--- src/hdl/glpf_pkg.sv ---
// Shared constants and types of the grid local peak finder.
package glpf_pkg;

	localparam int DEF_MAX_COLS    = 32;
	localparam int DEF_MAX_ROWS    = 1024;
	localparam int DEF_SAMPLE_BITS = 16;

	localparam int ROWS_CFG_W  = 11;
	localparam int COLS_CFG_W  = 6;
	localparam int CFG_DATA_W  = 11;
	localparam int CFG_INDEX_W = 1;

	localparam logic [CFG_INDEX_W-1:0] REG_FRAME_ROWS = 1'b0;
	localparam logic [CFG_INDEX_W-1:0] REG_FRAME_COLS = 1'b1;

	localparam int PEAK_ROW_W = 10;
	localparam int PEAK_COL_W = 5;

	localparam int QUEUE_DEPTH = 2;

	// Where an item sits in the frame, worked out when it is accepted.
	typedef struct packed {
		logic last_row;
		logic last_col;
	} glpf_place_t;

	localparam int PLACE_W = $bits(glpf_place_t);

endpackage

--- src/hdl/glpf_front.sv ---
// Front end: configuration registers, raster counters and item classification.
module glpf_front import glpf_pkg::*; #(
	parameter int MAX_COLS    = DEF_MAX_COLS,
	parameter int MAX_ROWS    = DEF_MAX_ROWS,
	parameter int SAMPLE_BITS = DEF_SAMPLE_BITS
) (
	input  logic                          clk,
	input  logic                          arst_n,
	input  logic                          cfg_we,
	input  logic [CFG_INDEX_W-1:0]        cfg_index,
	input  logic [CFG_DATA_W-1:0]         cfg_data,
	input  logic                          sample_valid,
	input  logic signed [SAMPLE_BITS-1:0] sample,
	input  logic                          queue_full,
	output logic                          push,
	output logic signed [SAMPLE_BITS-1:0] push_sample,
	output logic [$clog2(MAX_ROWS)-1:0]   push_row,
	output logic [$clog2(MAX_COLS)-1:0]   push_col,
	output glpf_place_t                   push_place
);

	localparam int RW  = $clog2(MAX_ROWS);
	localparam int CW  = $clog2(MAX_COLS);
	localparam int REW = (RW + 1 > ROWS_CFG_W) ? RW + 1 : ROWS_CFG_W;
	localparam int CEW = (CW + 1 > COLS_CFG_W) ? CW + 1 : COLS_CFG_W;

	logic [ROWS_CFG_W-1:0] frame_rows_q;
	logic [COLS_CFG_W-1:0] frame_cols_q;
	logic [RW-1:0]         row_q;
	logic [CW-1:0]         col_q;
	logic [REW-1:0]        rows_eff;
	logic [CEW-1:0]        cols_eff;
	glpf_place_t           place;

	always_ff @(posedge clk or negedge arst_n) begin
		if (!arst_n) begin
			frame_rows_q <= ROWS_CFG_W'(1);
			frame_cols_q <= COLS_CFG_W'(1);
		end else if (cfg_we) begin
			unique case (cfg_index)
				REG_FRAME_ROWS: frame_rows_q <= cfg_data[ROWS_CFG_W-1:0];
				REG_FRAME_COLS: frame_cols_q <= cfg_data[COLS_CFG_W-1:0];
			endcase
		end
	end

	// Zero counts act as one, counts beyond the maximum act as the maximum.
	always_comb begin
		if (frame_rows_q == '0) begin
			rows_eff = REW'(1);
		end else if (REW'(frame_rows_q) > REW'(MAX_ROWS)) begin
			rows_eff = REW'(MAX_ROWS);
		end else begin
			rows_eff = REW'(frame_rows_q);
		end
		if (frame_cols_q == '0) begin
			cols_eff = CEW'(1);
		end else if (CEW'(frame_cols_q) > CEW'(MAX_COLS)) begin
			cols_eff = CEW'(MAX_COLS);
		end else begin
			cols_eff = CEW'(frame_cols_q);
		end
	end

	assign place.last_row = (REW'(row_q) + REW'(1)) >= rows_eff;
	assign place.last_col = (CEW'(col_q) + CEW'(1)) >= cols_eff;

	assign push        = sample_valid && !queue_full;
	assign push_sample = sample;
	assign push_row    = row_q;
	assign push_col    = col_q;
	assign push_place  = place;

	always_ff @(posedge clk or negedge arst_n) begin
		if (!arst_n) begin
			row_q <= '0;
			col_q <= '0;
		end else if (push) begin
			if (place.last_col) begin
				col_q <= '0;
				row_q <= place.last_row ? '0 : row_q + 1'b1;
			end else begin
				col_q <= col_q + 1'b1;
			end
		end
	end

endmodule

--- src/hdl/glpf_queue.sv ---
// Short item queue between the front end and the back end.
module glpf_queue import glpf_pkg::*; #(
	parameter int DATA_W = 8
) (
	input  logic              clk,
	input  logic              arst_n,
	input  logic              push,
	input  logic [DATA_W-1:0] push_data,
	output logic              full,
	input  logic              pop,
	output logic [DATA_W-1:0] pop_data,
	output logic              empty
);

	localparam int PW = $clog2(QUEUE_DEPTH);
	localparam int NW = $clog2(QUEUE_DEPTH + 1);

	logic [DATA_W-1:0] slot_q [QUEUE_DEPTH];
	logic [PW-1:0]     wr_ptr_q;
	logic [PW-1:0]     rd_ptr_q;
	logic [NW-1:0]     count_q;

	assign full     = count_q == NW'(QUEUE_DEPTH);
	assign empty    = count_q == '0;
	assign pop_data = slot_q[rd_ptr_q];

	always_ff @(posedge clk) begin
		if (push) begin
			slot_q[wr_ptr_q] <= push_data;
		end
	end

	always_ff @(posedge clk or negedge arst_n) begin
		if (!arst_n) begin
			wr_ptr_q <= '0;
			rd_ptr_q <= '0;
			count_q  <= '0;
		end else begin
			if (push) begin
				wr_ptr_q <= (wr_ptr_q == PW'(QUEUE_DEPTH - 1)) ? '0 : wr_ptr_q + 1'b1;
			end
			if (pop) begin
				rd_ptr_q <= (rd_ptr_q == PW'(QUEUE_DEPTH - 1)) ? '0 : rd_ptr_q + 1'b1;
			end
			if (push && !pop) begin
				count_q <= count_q + 1'b1;
			end else if (pop && !push) begin
				count_q <= count_q - 1'b1;
			end
		end
	end

endmodule

--- src/hdl/glpf_back.sv ---
// Back end: line stores, peak decisions, last-row flag flush and result register.
module glpf_back import glpf_pkg::*; #(
	parameter int MAX_COLS    = DEF_MAX_COLS,
	parameter int MAX_ROWS    = DEF_MAX_ROWS,
	parameter int SAMPLE_BITS = DEF_SAMPLE_BITS
) (
	input  logic                          clk,
	input  logic                          arst_n,
	input  logic                          queue_empty,
	output logic                          pop,
	input  logic signed [SAMPLE_BITS-1:0] item_sample,
	input  logic [$clog2(MAX_ROWS)-1:0]   item_row,
	input  logic [$clog2(MAX_COLS)-1:0]   item_col,
	input  glpf_place_t                   item_place,
	output logic                          peak_valid,
	input  logic                          peak_stall,
	output logic [PEAK_ROW_W-1:0]         peak_row,
	output logic [PEAK_COL_W-1:0]         peak_col,
	output logic                          is_peak,
	output logic                          last
);

	localparam int RW = $clog2(MAX_ROWS);
	localparam int CW = $clog2(MAX_COLS);

	localparam logic [1:0] ST_IDLE  = 2'd0;
	localparam logic [1:0] ST_CALC  = 2'd1;
	localparam logic [1:0] ST_FLUSH = 2'd2;
	localparam logic [1:0] ST_MARK  = 2'd3;

	logic [1:0] state_q;

	logic signed [SAMPLE_BITS-1:0] s_q;
	logic signed [SAMPLE_BITS-1:0] left_q;
	logic [RW-1:0]                 r_q;
	logic [CW-1:0]                 c_q;
	logic [CW-1:0]                 k_q;
	glpf_place_t                   place_q;

	logic signed [SAMPLE_BITS-1:0] near_mem [MAX_COLS];
	logic signed [SAMPLE_BITS-1:0] far_mem [MAX_COLS];
	logic [MAX_COLS-1:0]           near_vld_q;
	logic [MAX_COLS-1:0]           far_vld_q;
	logic [MAX_COLS-1:0]           flags_q;
	logic [MAX_COLS-1:0]           flags_upd;

	logic signed [SAMPLE_BITS-1:0] near_here_rd_q;
	logic signed [SAMPLE_BITS-1:0] near_right_rd_q;
	logic signed [SAMPLE_BITS-1:0] far_here_rd_q;
	logic signed [SAMPLE_BITS-1:0] far_left_rd_q;
	logic                          near_here_v_q;
	logic                          near_right_v_q;
	logic                          far_here_v_q;
	logic                          far_left_v_q;

	logic signed [SAMPLE_BITS-1:0] near_here;
	logic signed [SAMPLE_BITS-1:0] near_right;
	logic signed [SAMPLE_BITS-1:0] far_here;
	logic signed [SAMPLE_BITS-1:0] far_left;

	logic [CW-1:0] addr_right;
	logic [CW-1:0] addr_left;
	logic [CW-1:0] c_prev;

	logic out_valid_q;
	logic out_free;
	logic calc_go;
	logic flush_hit;
	logic flush_go;
	logic mark_go;
	logic frame_end;
	logic upper_ok;
	logic bottom_flag;
	logic load_out;

	assign pop = (state_q == ST_IDLE) && !queue_empty;

	// Neighbor addresses are clamped; the clamped reads are never used.
	assign addr_right = (item_col == CW'(MAX_COLS - 1)) ? item_col : item_col + 1'b1;
	assign addr_left  = (item_col == '0) ? item_col : item_col - 1'b1;
	assign c_prev     = c_q - 1'b1;

	always_ff @(posedge clk) begin
		if (pop) begin
			near_here_rd_q  <= near_mem[item_col];
			near_right_rd_q <= near_mem[addr_right];
			far_here_rd_q   <= far_mem[item_col];
			far_left_rd_q   <= far_mem[addr_left];
			near_here_v_q   <= near_vld_q[item_col];
			near_right_v_q  <= near_vld_q[addr_right];
			far_here_v_q    <= far_vld_q[item_col];
			far_left_v_q    <= far_vld_q[addr_left];
			s_q             <= item_sample;
			r_q             <= item_row;
			c_q             <= item_col;
			place_q         <= item_place;
		end
		if (calc_go) begin
			near_mem[c_q] <= s_q;
			far_mem[c_q]  <= near_here;
		end
	end

	// Entries never written since reset read as zero.
	assign near_here  = near_here_v_q  ? near_here_rd_q  : '0;
	assign near_right = near_right_v_q ? near_right_rd_q : '0;
	assign far_here   = far_here_v_q   ? far_here_rd_q   : '0;
	assign far_left   = far_left_v_q   ? far_left_rd_q   : '0;

	// The cell above the current sample is decided now: the far store holds
	// its upper neighbor, and at the left column it already holds the row above.
	assign upper_ok = (r_q != '0) && (near_here >= s_q)
		&& !((r_q > RW'(1)) && (near_here < far_here))
		&& !((c_q != '0) && (near_here < far_left))
		&& !(!place_q.last_col && (near_here < near_right));

	assign bottom_flag = !((r_q != '0) && (s_q < near_here))
		&& !((c_q != '0) && (s_q < left_q));

	// A larger sample removes the left neighbor's flag before this cell's flag is set.
	always_comb begin
		flags_upd = flags_q;
		if ((c_q != '0) && (left_q < s_q)) begin
			flags_upd[c_prev] = 1'b0;
		end
		flags_upd[c_q] = bottom_flag;
	end

	assign frame_end = place_q.last_row && place_q.last_col;
	assign out_free  = !out_valid_q || !peak_stall;
	assign calc_go   = (state_q == ST_CALC) && out_free;
	assign flush_hit = flags_q[k_q];
	assign flush_go  = (state_q == ST_FLUSH) && (!flush_hit || out_free);
	assign mark_go   = (state_q == ST_MARK) && out_free;
	assign load_out  = (calc_go && upper_ok) || (flush_go && flush_hit) || mark_go;

	always_ff @(posedge clk or negedge arst_n) begin
		if (!arst_n) begin
			state_q    <= ST_IDLE;
			left_q     <= '0;
			k_q        <= '0;
			near_vld_q <= '0;
			far_vld_q  <= '0;
			flags_q    <= '0;
		end else begin
			unique case (state_q)
				ST_IDLE: begin
					if (pop) begin
						state_q <= ST_CALC;
					end
				end
				ST_CALC: begin
					if (calc_go) begin
						near_vld_q[c_q] <= 1'b1;
						far_vld_q[c_q]  <= near_here_v_q;
						left_q          <= s_q;
						if (place_q.last_row) begin
							flags_q <= flags_upd;
						end
						k_q     <= '0;
						state_q <= frame_end ? ST_FLUSH : ST_IDLE;
					end
				end
				ST_FLUSH: begin
					if (flush_go) begin
						if (k_q == c_q) begin
							state_q <= ST_MARK;
						end else begin
							k_q <= k_q + 1'b1;
						end
					end
				end
				ST_MARK: begin
					if (mark_go) begin
						state_q <= ST_IDLE;
					end
				end
			endcase
		end
	end

	always_ff @(posedge clk or negedge arst_n) begin
		if (!arst_n) begin
			out_valid_q <= 1'b0;
		end else if (load_out) begin
			out_valid_q <= 1'b1;
		end else if (!peak_stall) begin
			out_valid_q <= 1'b0;
		end
	end

	always_ff @(posedge clk) begin
		if (load_out) begin
			if (state_q == ST_CALC) begin
				peak_row <= PEAK_ROW_W'(r_q - 1'b1);
				peak_col <= PEAK_COL_W'(c_q);
				is_peak  <= 1'b1;
				last     <= !frame_end;
			end else if (state_q == ST_FLUSH) begin
				peak_row <= PEAK_ROW_W'(r_q);
				peak_col <= PEAK_COL_W'(k_q);
				is_peak  <= 1'b1;
				last     <= 1'b0;
			end else begin
				peak_row <= '0;
				peak_col <= '0;
				is_peak  <= 1'b0;
				last     <= 1'b1;
			end
		end
	end

	assign peak_valid = out_valid_q;

endmodule

--- src/hdl/grid_local_peak_finder_core.sv ---
// Top level of the 4-neighbor local maximum finder over a raster frame.
// The front end accepts one sample per cycle, while the queue is not full, into a
// two-item queue; the back end handles one item at a time: line store read, then
// decide and write back. Results are held in an output register. After the frame's
// final item the back end flushes the last-row flag of each column, then emits
// an end-of-frame marker. Asynchronous reset sets both counts to one and clears
// counters, line store valid bits, flags and the queue.
module grid_local_peak_finder_core import glpf_pkg::*; #(
	parameter int MAX_COLS    = DEF_MAX_COLS,
	parameter int MAX_ROWS    = DEF_MAX_ROWS,
	parameter int SAMPLE_BITS = DEF_SAMPLE_BITS
) (
	input  logic                          clk,
	input  logic                          arst_n,
	input  logic                          cfg_we,
	input  logic [CFG_INDEX_W-1:0]        cfg_index,
	input  logic [CFG_DATA_W-1:0]         cfg_data,
	input  logic                          sample_valid,
	output logic                          sample_stall,
	input  logic signed [SAMPLE_BITS-1:0] sample,
	output logic                          peak_valid,
	input  logic                          peak_stall,
	output logic [PEAK_ROW_W-1:0]         peak_row,
	output logic [PEAK_COL_W-1:0]         peak_col,
	output logic                          is_peak,
	output logic                          last
);

	localparam int RW     = $clog2(MAX_ROWS);
	localparam int CW     = $clog2(MAX_COLS);
	localparam int DATA_W = SAMPLE_BITS + RW + CW + PLACE_W;

	logic                          push;
	logic signed [SAMPLE_BITS-1:0] push_sample;
	logic [RW-1:0]                 push_row;
	logic [CW-1:0]                 push_col;
	glpf_place_t                   push_place;
	logic                          queue_full;
	logic                          queue_empty;
	logic                          pop;
	logic [DATA_W-1:0]             pop_data;
	logic signed [SAMPLE_BITS-1:0] item_sample;
	logic [RW-1:0]                 item_row;
	logic [CW-1:0]                 item_col;
	glpf_place_t                   item_place;

	assign sample_stall = queue_full;

	glpf_front #(
		.MAX_COLS   (MAX_COLS),
		.MAX_ROWS   (MAX_ROWS),
		.SAMPLE_BITS(SAMPLE_BITS)
	) u_front (
		.clk         (clk),
		.arst_n      (arst_n),
		.cfg_we      (cfg_we),
		.cfg_index   (cfg_index),
		.cfg_data    (cfg_data),
		.sample_valid(sample_valid),
		.sample      (sample),
		.queue_full  (queue_full),
		.push        (push),
		.push_sample (push_sample),
		.push_row    (push_row),
		.push_col    (push_col),
		.push_place  (push_place)
	);

	glpf_queue #(
		.DATA_W(DATA_W)
	) u_queue (
		.clk      (clk),
		.arst_n   (arst_n),
		.push     (push),
		.push_data({push_sample, push_row, push_col, push_place}),
		.full     (queue_full),
		.pop      (pop),
		.pop_data (pop_data),
		.empty    (queue_empty)
	);

	assign item_sample = pop_data[DATA_W-1 -: SAMPLE_BITS];
	assign item_row    = pop_data[RW+CW+PLACE_W-1 -: RW];
	assign item_col    = pop_data[CW+PLACE_W-1 -: CW];
	assign item_place  = pop_data[PLACE_W-1:0];

	glpf_back #(
		.MAX_COLS   (MAX_COLS),
		.MAX_ROWS   (MAX_ROWS),
		.SAMPLE_BITS(SAMPLE_BITS)
	) u_back (
		.clk        (clk),
		.arst_n     (arst_n),
		.queue_empty(queue_empty),
		.pop        (pop),
		.item_sample(item_sample),
		.item_row   (item_row),
		.item_col   (item_col),
		.item_place (item_place),
		.peak_valid (peak_valid),
		.peak_stall (peak_stall),
		.peak_row   (peak_row),
		.peak_col   (peak_col),
		.is_peak    (is_peak),
		.last       (last)
	);

endmodule
--- config.mk ---
export PLATFORM = sky130hd
export DESIGN_NAME = grid_local_peak_finder_core
export DESIGN_NICKNAME = d
export VERILOG_FILES = /design/src/hdl/glpf_pkg.sv /design/src/hdl/glpf_front.sv /design/src/hdl/glpf_queue.sv /design/src/hdl/glpf_back.sv /design/src/hdl/grid_local_peak_finder_core.sv
export SDC_FILE = /design/constraint.sdc
export NUM_CORES = 2
export LEC_CHECK = 0
export BUFFER_PORTS_ARGS = -buffer_cell sky130_fd_sc_hd__buf_2
export CAP_MARGIN = 5
export CORE_AREA = 2 2 302 364
export DETAILED_ROUTE_END_ITERATION = 7
export DIE_AREA = 0 0 304 366
export PLACE_DENSITY = 0.83
export SETUP_SLACK_MARGIN = 0.5
export SLEW_MARGIN = 20
export SYNTH_ARGS = -nofsm -noshare
export SYNTH_HDL_FRONTEND = slang
export SYNTH_HIERARCHICAL = 1
export SYNTH_SLANG_ARGS = --single-unit
--- constraint.sdc ---
create_clock -name clk -period 22.2 [get_ports clk]
set_input_delay 2.22 -clock clk [delete_from_list [all_inputs] [get_ports clk]]
set_output_delay 2.22 -clock clk [all_outputs]
set_load 0.02 [all_outputs]
==> results.sh <==
export IMPL_synthDominantCellAreaShare_pct=56.4
export IMPL_final_max_slew_violation_count=0
export IMPL_post_synth_most_frequent_cells="edfxtp_1 (1,208), nand2_1 (990), mux4_2 (356)"
export IMPL_ir_worst_vdd_mv=0.445
export IMPL_clock_tree_from_tritoncts="done"
export IMPL_setup_viol=0
export IMPL_ff2ff_path_depth=10
export IMPL_track_usage_pct=33.5
export IMPL_wl_per_cell_um=31.2
export IMPL_pin_count=52
export IMPL_run_status="complete, but fails checks"
export IMPL_seqPwrFrac_pct=33.4
export IMPL_power_density_nw_per_um2=162
export IMPL_hold_viol=0
export IMPL_critical_path_startpoint_type="register"
export IMPL_route_detailed_drc=5
export IMPL_netlist_area_um2=64300
export IMPL_final_cell_count_no_fill=6007
export IMPL_dr_wl_met2_um=87600
export IMPL_ctsRootBufferMaster="clkbuf_16"
export IMPL_crit_type="reg2reg"
export IMPL_violations_in_the_final_reports="DRC"
export IMPL_num_nets_final=4627
export IMPL_cts_made_buffers=133
export IMPL_placement_rows=132
export IMPL_routed_top_layer="met4"
export IMPL_dp_final_hpwl_um=98800
export IMPL_crit_arrival_ns=6.94
export IMPL_ys_flop_type="edfxtp_1"
export IMPL_cts_hold_repair_buffers=0
export IMPL_post_route_min_period_ns=6.42
export IMPL_number_of_antenna_violations_at_the_first_check_in_global_routing=2
export IMPL_layout_cell_area_non_filler_um2=70600
export IMPL_iter_0_drt_violations=7349
export IMPL_synth_edf_count=1208
export IMPL_static_leakage_power_uw=0.0245
export IMPL_finalCritPeriodShare_pct=28.9
export IMPL_synth_most_common_cell="edfxtp_1"
export IMPL_maxClockFrequency_mhz=156
export IMPL_clkPwrFrac_pct=19.7
export IMPL_post_cts_resized=0
export IMPL_floorplan_die_area_um2=111000
export IMPL_synth_area_per_cell_um2=14.3
export IMPL_synth_net_count=4646
export IMPL_switchingPower_uw=4700
export IMPL_detail_route_vias_per_cell=7.21
export IMPL_p_int_uw=6740
export IMPL_drive_gt1_share_pct=19.4
export IMPL_postPlaceCellArea_um2=66200
export IMPL_cts_htree_levels=4
export IMPL_m1WireLength_um=56800
export IMPL_power_frac_comb_pct=46.9
export IMPL_clock_skew_ns=0.0310
export IMPL_setup_worst_path_end_class="register"
export IMPL_critPathRequiredTime_ns=22.72
export IMPL_wl_met3_um=27400
export IMPL_post_cts_buffers=0
export IMPL_max_slew_worst_pin_slew_ns=1.26
export IMPL_core_area_um2=108000
export IMPL_hold_depth=2
export IMPL_max_cap_violations=0
export IMPL_grt_ovfl_total=0
export IMPL_most_area_hungry_cell_type_in_the_yosys_netlist="edfxtp_1"
export IMPL_grt_pass1_wl_um=274000
export IMPL_floorplan_initialDensity_pct=59.8
export IMPL_rsz0062_at_grt="no"
export IMPL_via_count_of_the_first_global_routing_pass=43800
export IMPL_synth_async_reset_ratio_pct=11.4
export IMPL_switching_share_pct=41.1
export IMPL_placed_cells=5764
export IMPL_hold_class="reg2reg"
export IMPL_insertion_delay_ns=0.76
export IMPL_wl_um=187000
export IMPL_via_count=43300
export IMPL_detail_route_first_pass_iterations=8
export IMPL_clkSinkCount=1364
export IMPL_buffer_ports_inserted=51
export IMPL_synth_seq_cells=1364
export IMPL_clk_pin_slew_worst_paths_ns=0.06
export IMPL_grt_max_degree=201
export IMPL_maxSlewHeadroom_pct=15.8
export IMPL_yosys_cell_types_count=77
export IMPL_seq_area_frac_synth_pct=62.4
export IMPL_dieWidth_um=304
export IMPL_post_syn_instances=4511
export IMPL_area_growth_synth_to_final_pct=9.64
export IMPL_totalNegativeSetupSlack_ns=0
export IMPL_fp_dieH_um=366
export IMPL_ant_nets=0
export IMPL_clockBufferDepth=3
export IMPL_yosys_warnings=6
export IMPL_crit_fanout=81
export IMPL_routabilityCongestion=0.883
export IMPL_ys_top_cells_by_area="edfxtp_1 (56%), mux4_2 (12%), dfrtp_1 (6.0%)"
state kept, by name (all words and copies together) (netlist names), 16 cells and up, named ones only:
name                    flops
u_back/near_right_rd_q     16
u_back/flags_q             32
u_back/left_q              16
u_back/near_here_rd_q      16
u_back/near_mem           512
u_queue/slot_q             66
u_back/far_vld_q           32
u_back/far_left_rd_q       16
u_back/far_here_rd_q       16
u_back/s_q                 16
u_back/near_vld_q          32
u_back/far_mem            512
through the flow:
step           util [%]  power [µW]  setup WS (ns)  hold slack, ns
3_5_place_dp       61.6        8990          16.02           0.477
4_1_cts            65.6       11300          15.86           0.490
2_1_floorplan         -        7420          13.44           0.449
6_report           65.6       11400          15.78           0.493
3_3_place_gp       61.6        8820          16.28           0.465
5_1_grt            65.6       11800          15.58           0.510
logic make-up (layout without fill, tap and decap cells):
| kind of cell | after synthesis | count (layout) | synth area share [%] |
|---|---|---|---|
| other | 0 | 1 | 0 |
| xor gates and xnor gates | 30 | 30 | 0.438 |
| adders and majority gates | 102 | 102 | 1.98 |
| DFF | 1364 | 1364 | 62.4 |
| AOI/OAI and AO/OA | 492 | 492 | 5.42 |
| and+or+nand+nor | 1522 | 1522 | 10.2 |
| muxes | 629 | 629 | 17.0 |
| buffers and inverters | 372 | 460 | 2.48 |
layout make-up:
class                   count  area, µm²
repair buffers            157       1150
fillers                  6853      37000
flip-flops and latches   1364      40200
well taps                1407       1760
inverters                  61        229
clock inverters            82        791
clock buffers             160       3510
diodes                      1       2.50
multi-input cells        2775      22900
critical path, stage by stage (launching register included):
cell	delay, ns
dfrtp_2	1.09
mux2_8	0.72
clkinv_1	0.46
ha_1	0.58
a21o_4	0.59
buf_4	0.78
buf_4	0.86
mux2i_1	0.18
a32oi_1	0.25
a31oi_1	0.15
nor4_1	0.38
worst paths after layout:
path,start,endpoint,slack [ns]
setup / recovery,u_queue/rd_ptr_q,u_back/near_right_rd_q[12],15.78
hold / removal,u_back/left_q[8],u_back/left_q[8],0.49
setup reg to reg,u_queue/rd_ptr_q,u_back/near_right_rd_q[12],15.78
hold reg to reg,u_back/left_q[8],u_back/left_q[8],0.49
max in group asynchronous,arst_n,u_back/near_vld_q[8],19.28
min in group asynchronous,arst_n,u_back/state_q[0],1.53
cell usage in the layout (no fill, tap or decap), types with 26 or more instances in the layout:
cell type,Yosys,routed
edfxtp_1,1208,1208
nand2_1,990,990
mux4_2,356,356
nand3_1,264,264
mux2i_1,189,189
dfrtp_1,154,153
clkbuf_16,0,136
ha_1,102,102
buf_4,19,97
a31oi_1,96,96
o21ai_0,95,94
a32oi_1,84,84
mux2_2,54,54
inv_1,57,53
buf_2,57,50
nor2_1,86,50
a21oi_1,39,38
nand4_1,37,37
nor2_4,0,35
or2_2,34,34
a32o_1,28,28
a221oi_1,28,28
clkinv_2,0,26
clkinv_1,2,26
mux2_4,29,26
metal layers:
metal | track usage [%] | vias to the layer above
met5 | 0 | -
met4 | 23.0 | 0
met3 | 8.71 | 1012
met2 | 53.4 | 3831
met1 | 40.1 | 21000
li1 | - | 17400
power groups by stage:
stage | registers, µW | logic, µW | clock network, µW
after floorplan | 3820 | 3600 | 0
after global placement | 3860 | 4960 | 0
after detailed placement | 3850 | 5130 | 0
after CTS | 3810 | 5190 | 2260
after global routing | 3850 | 5610 | 2350
final | 3820 | 5370 | 2250
Note: power is estimated with default switching activity, not from simulation.
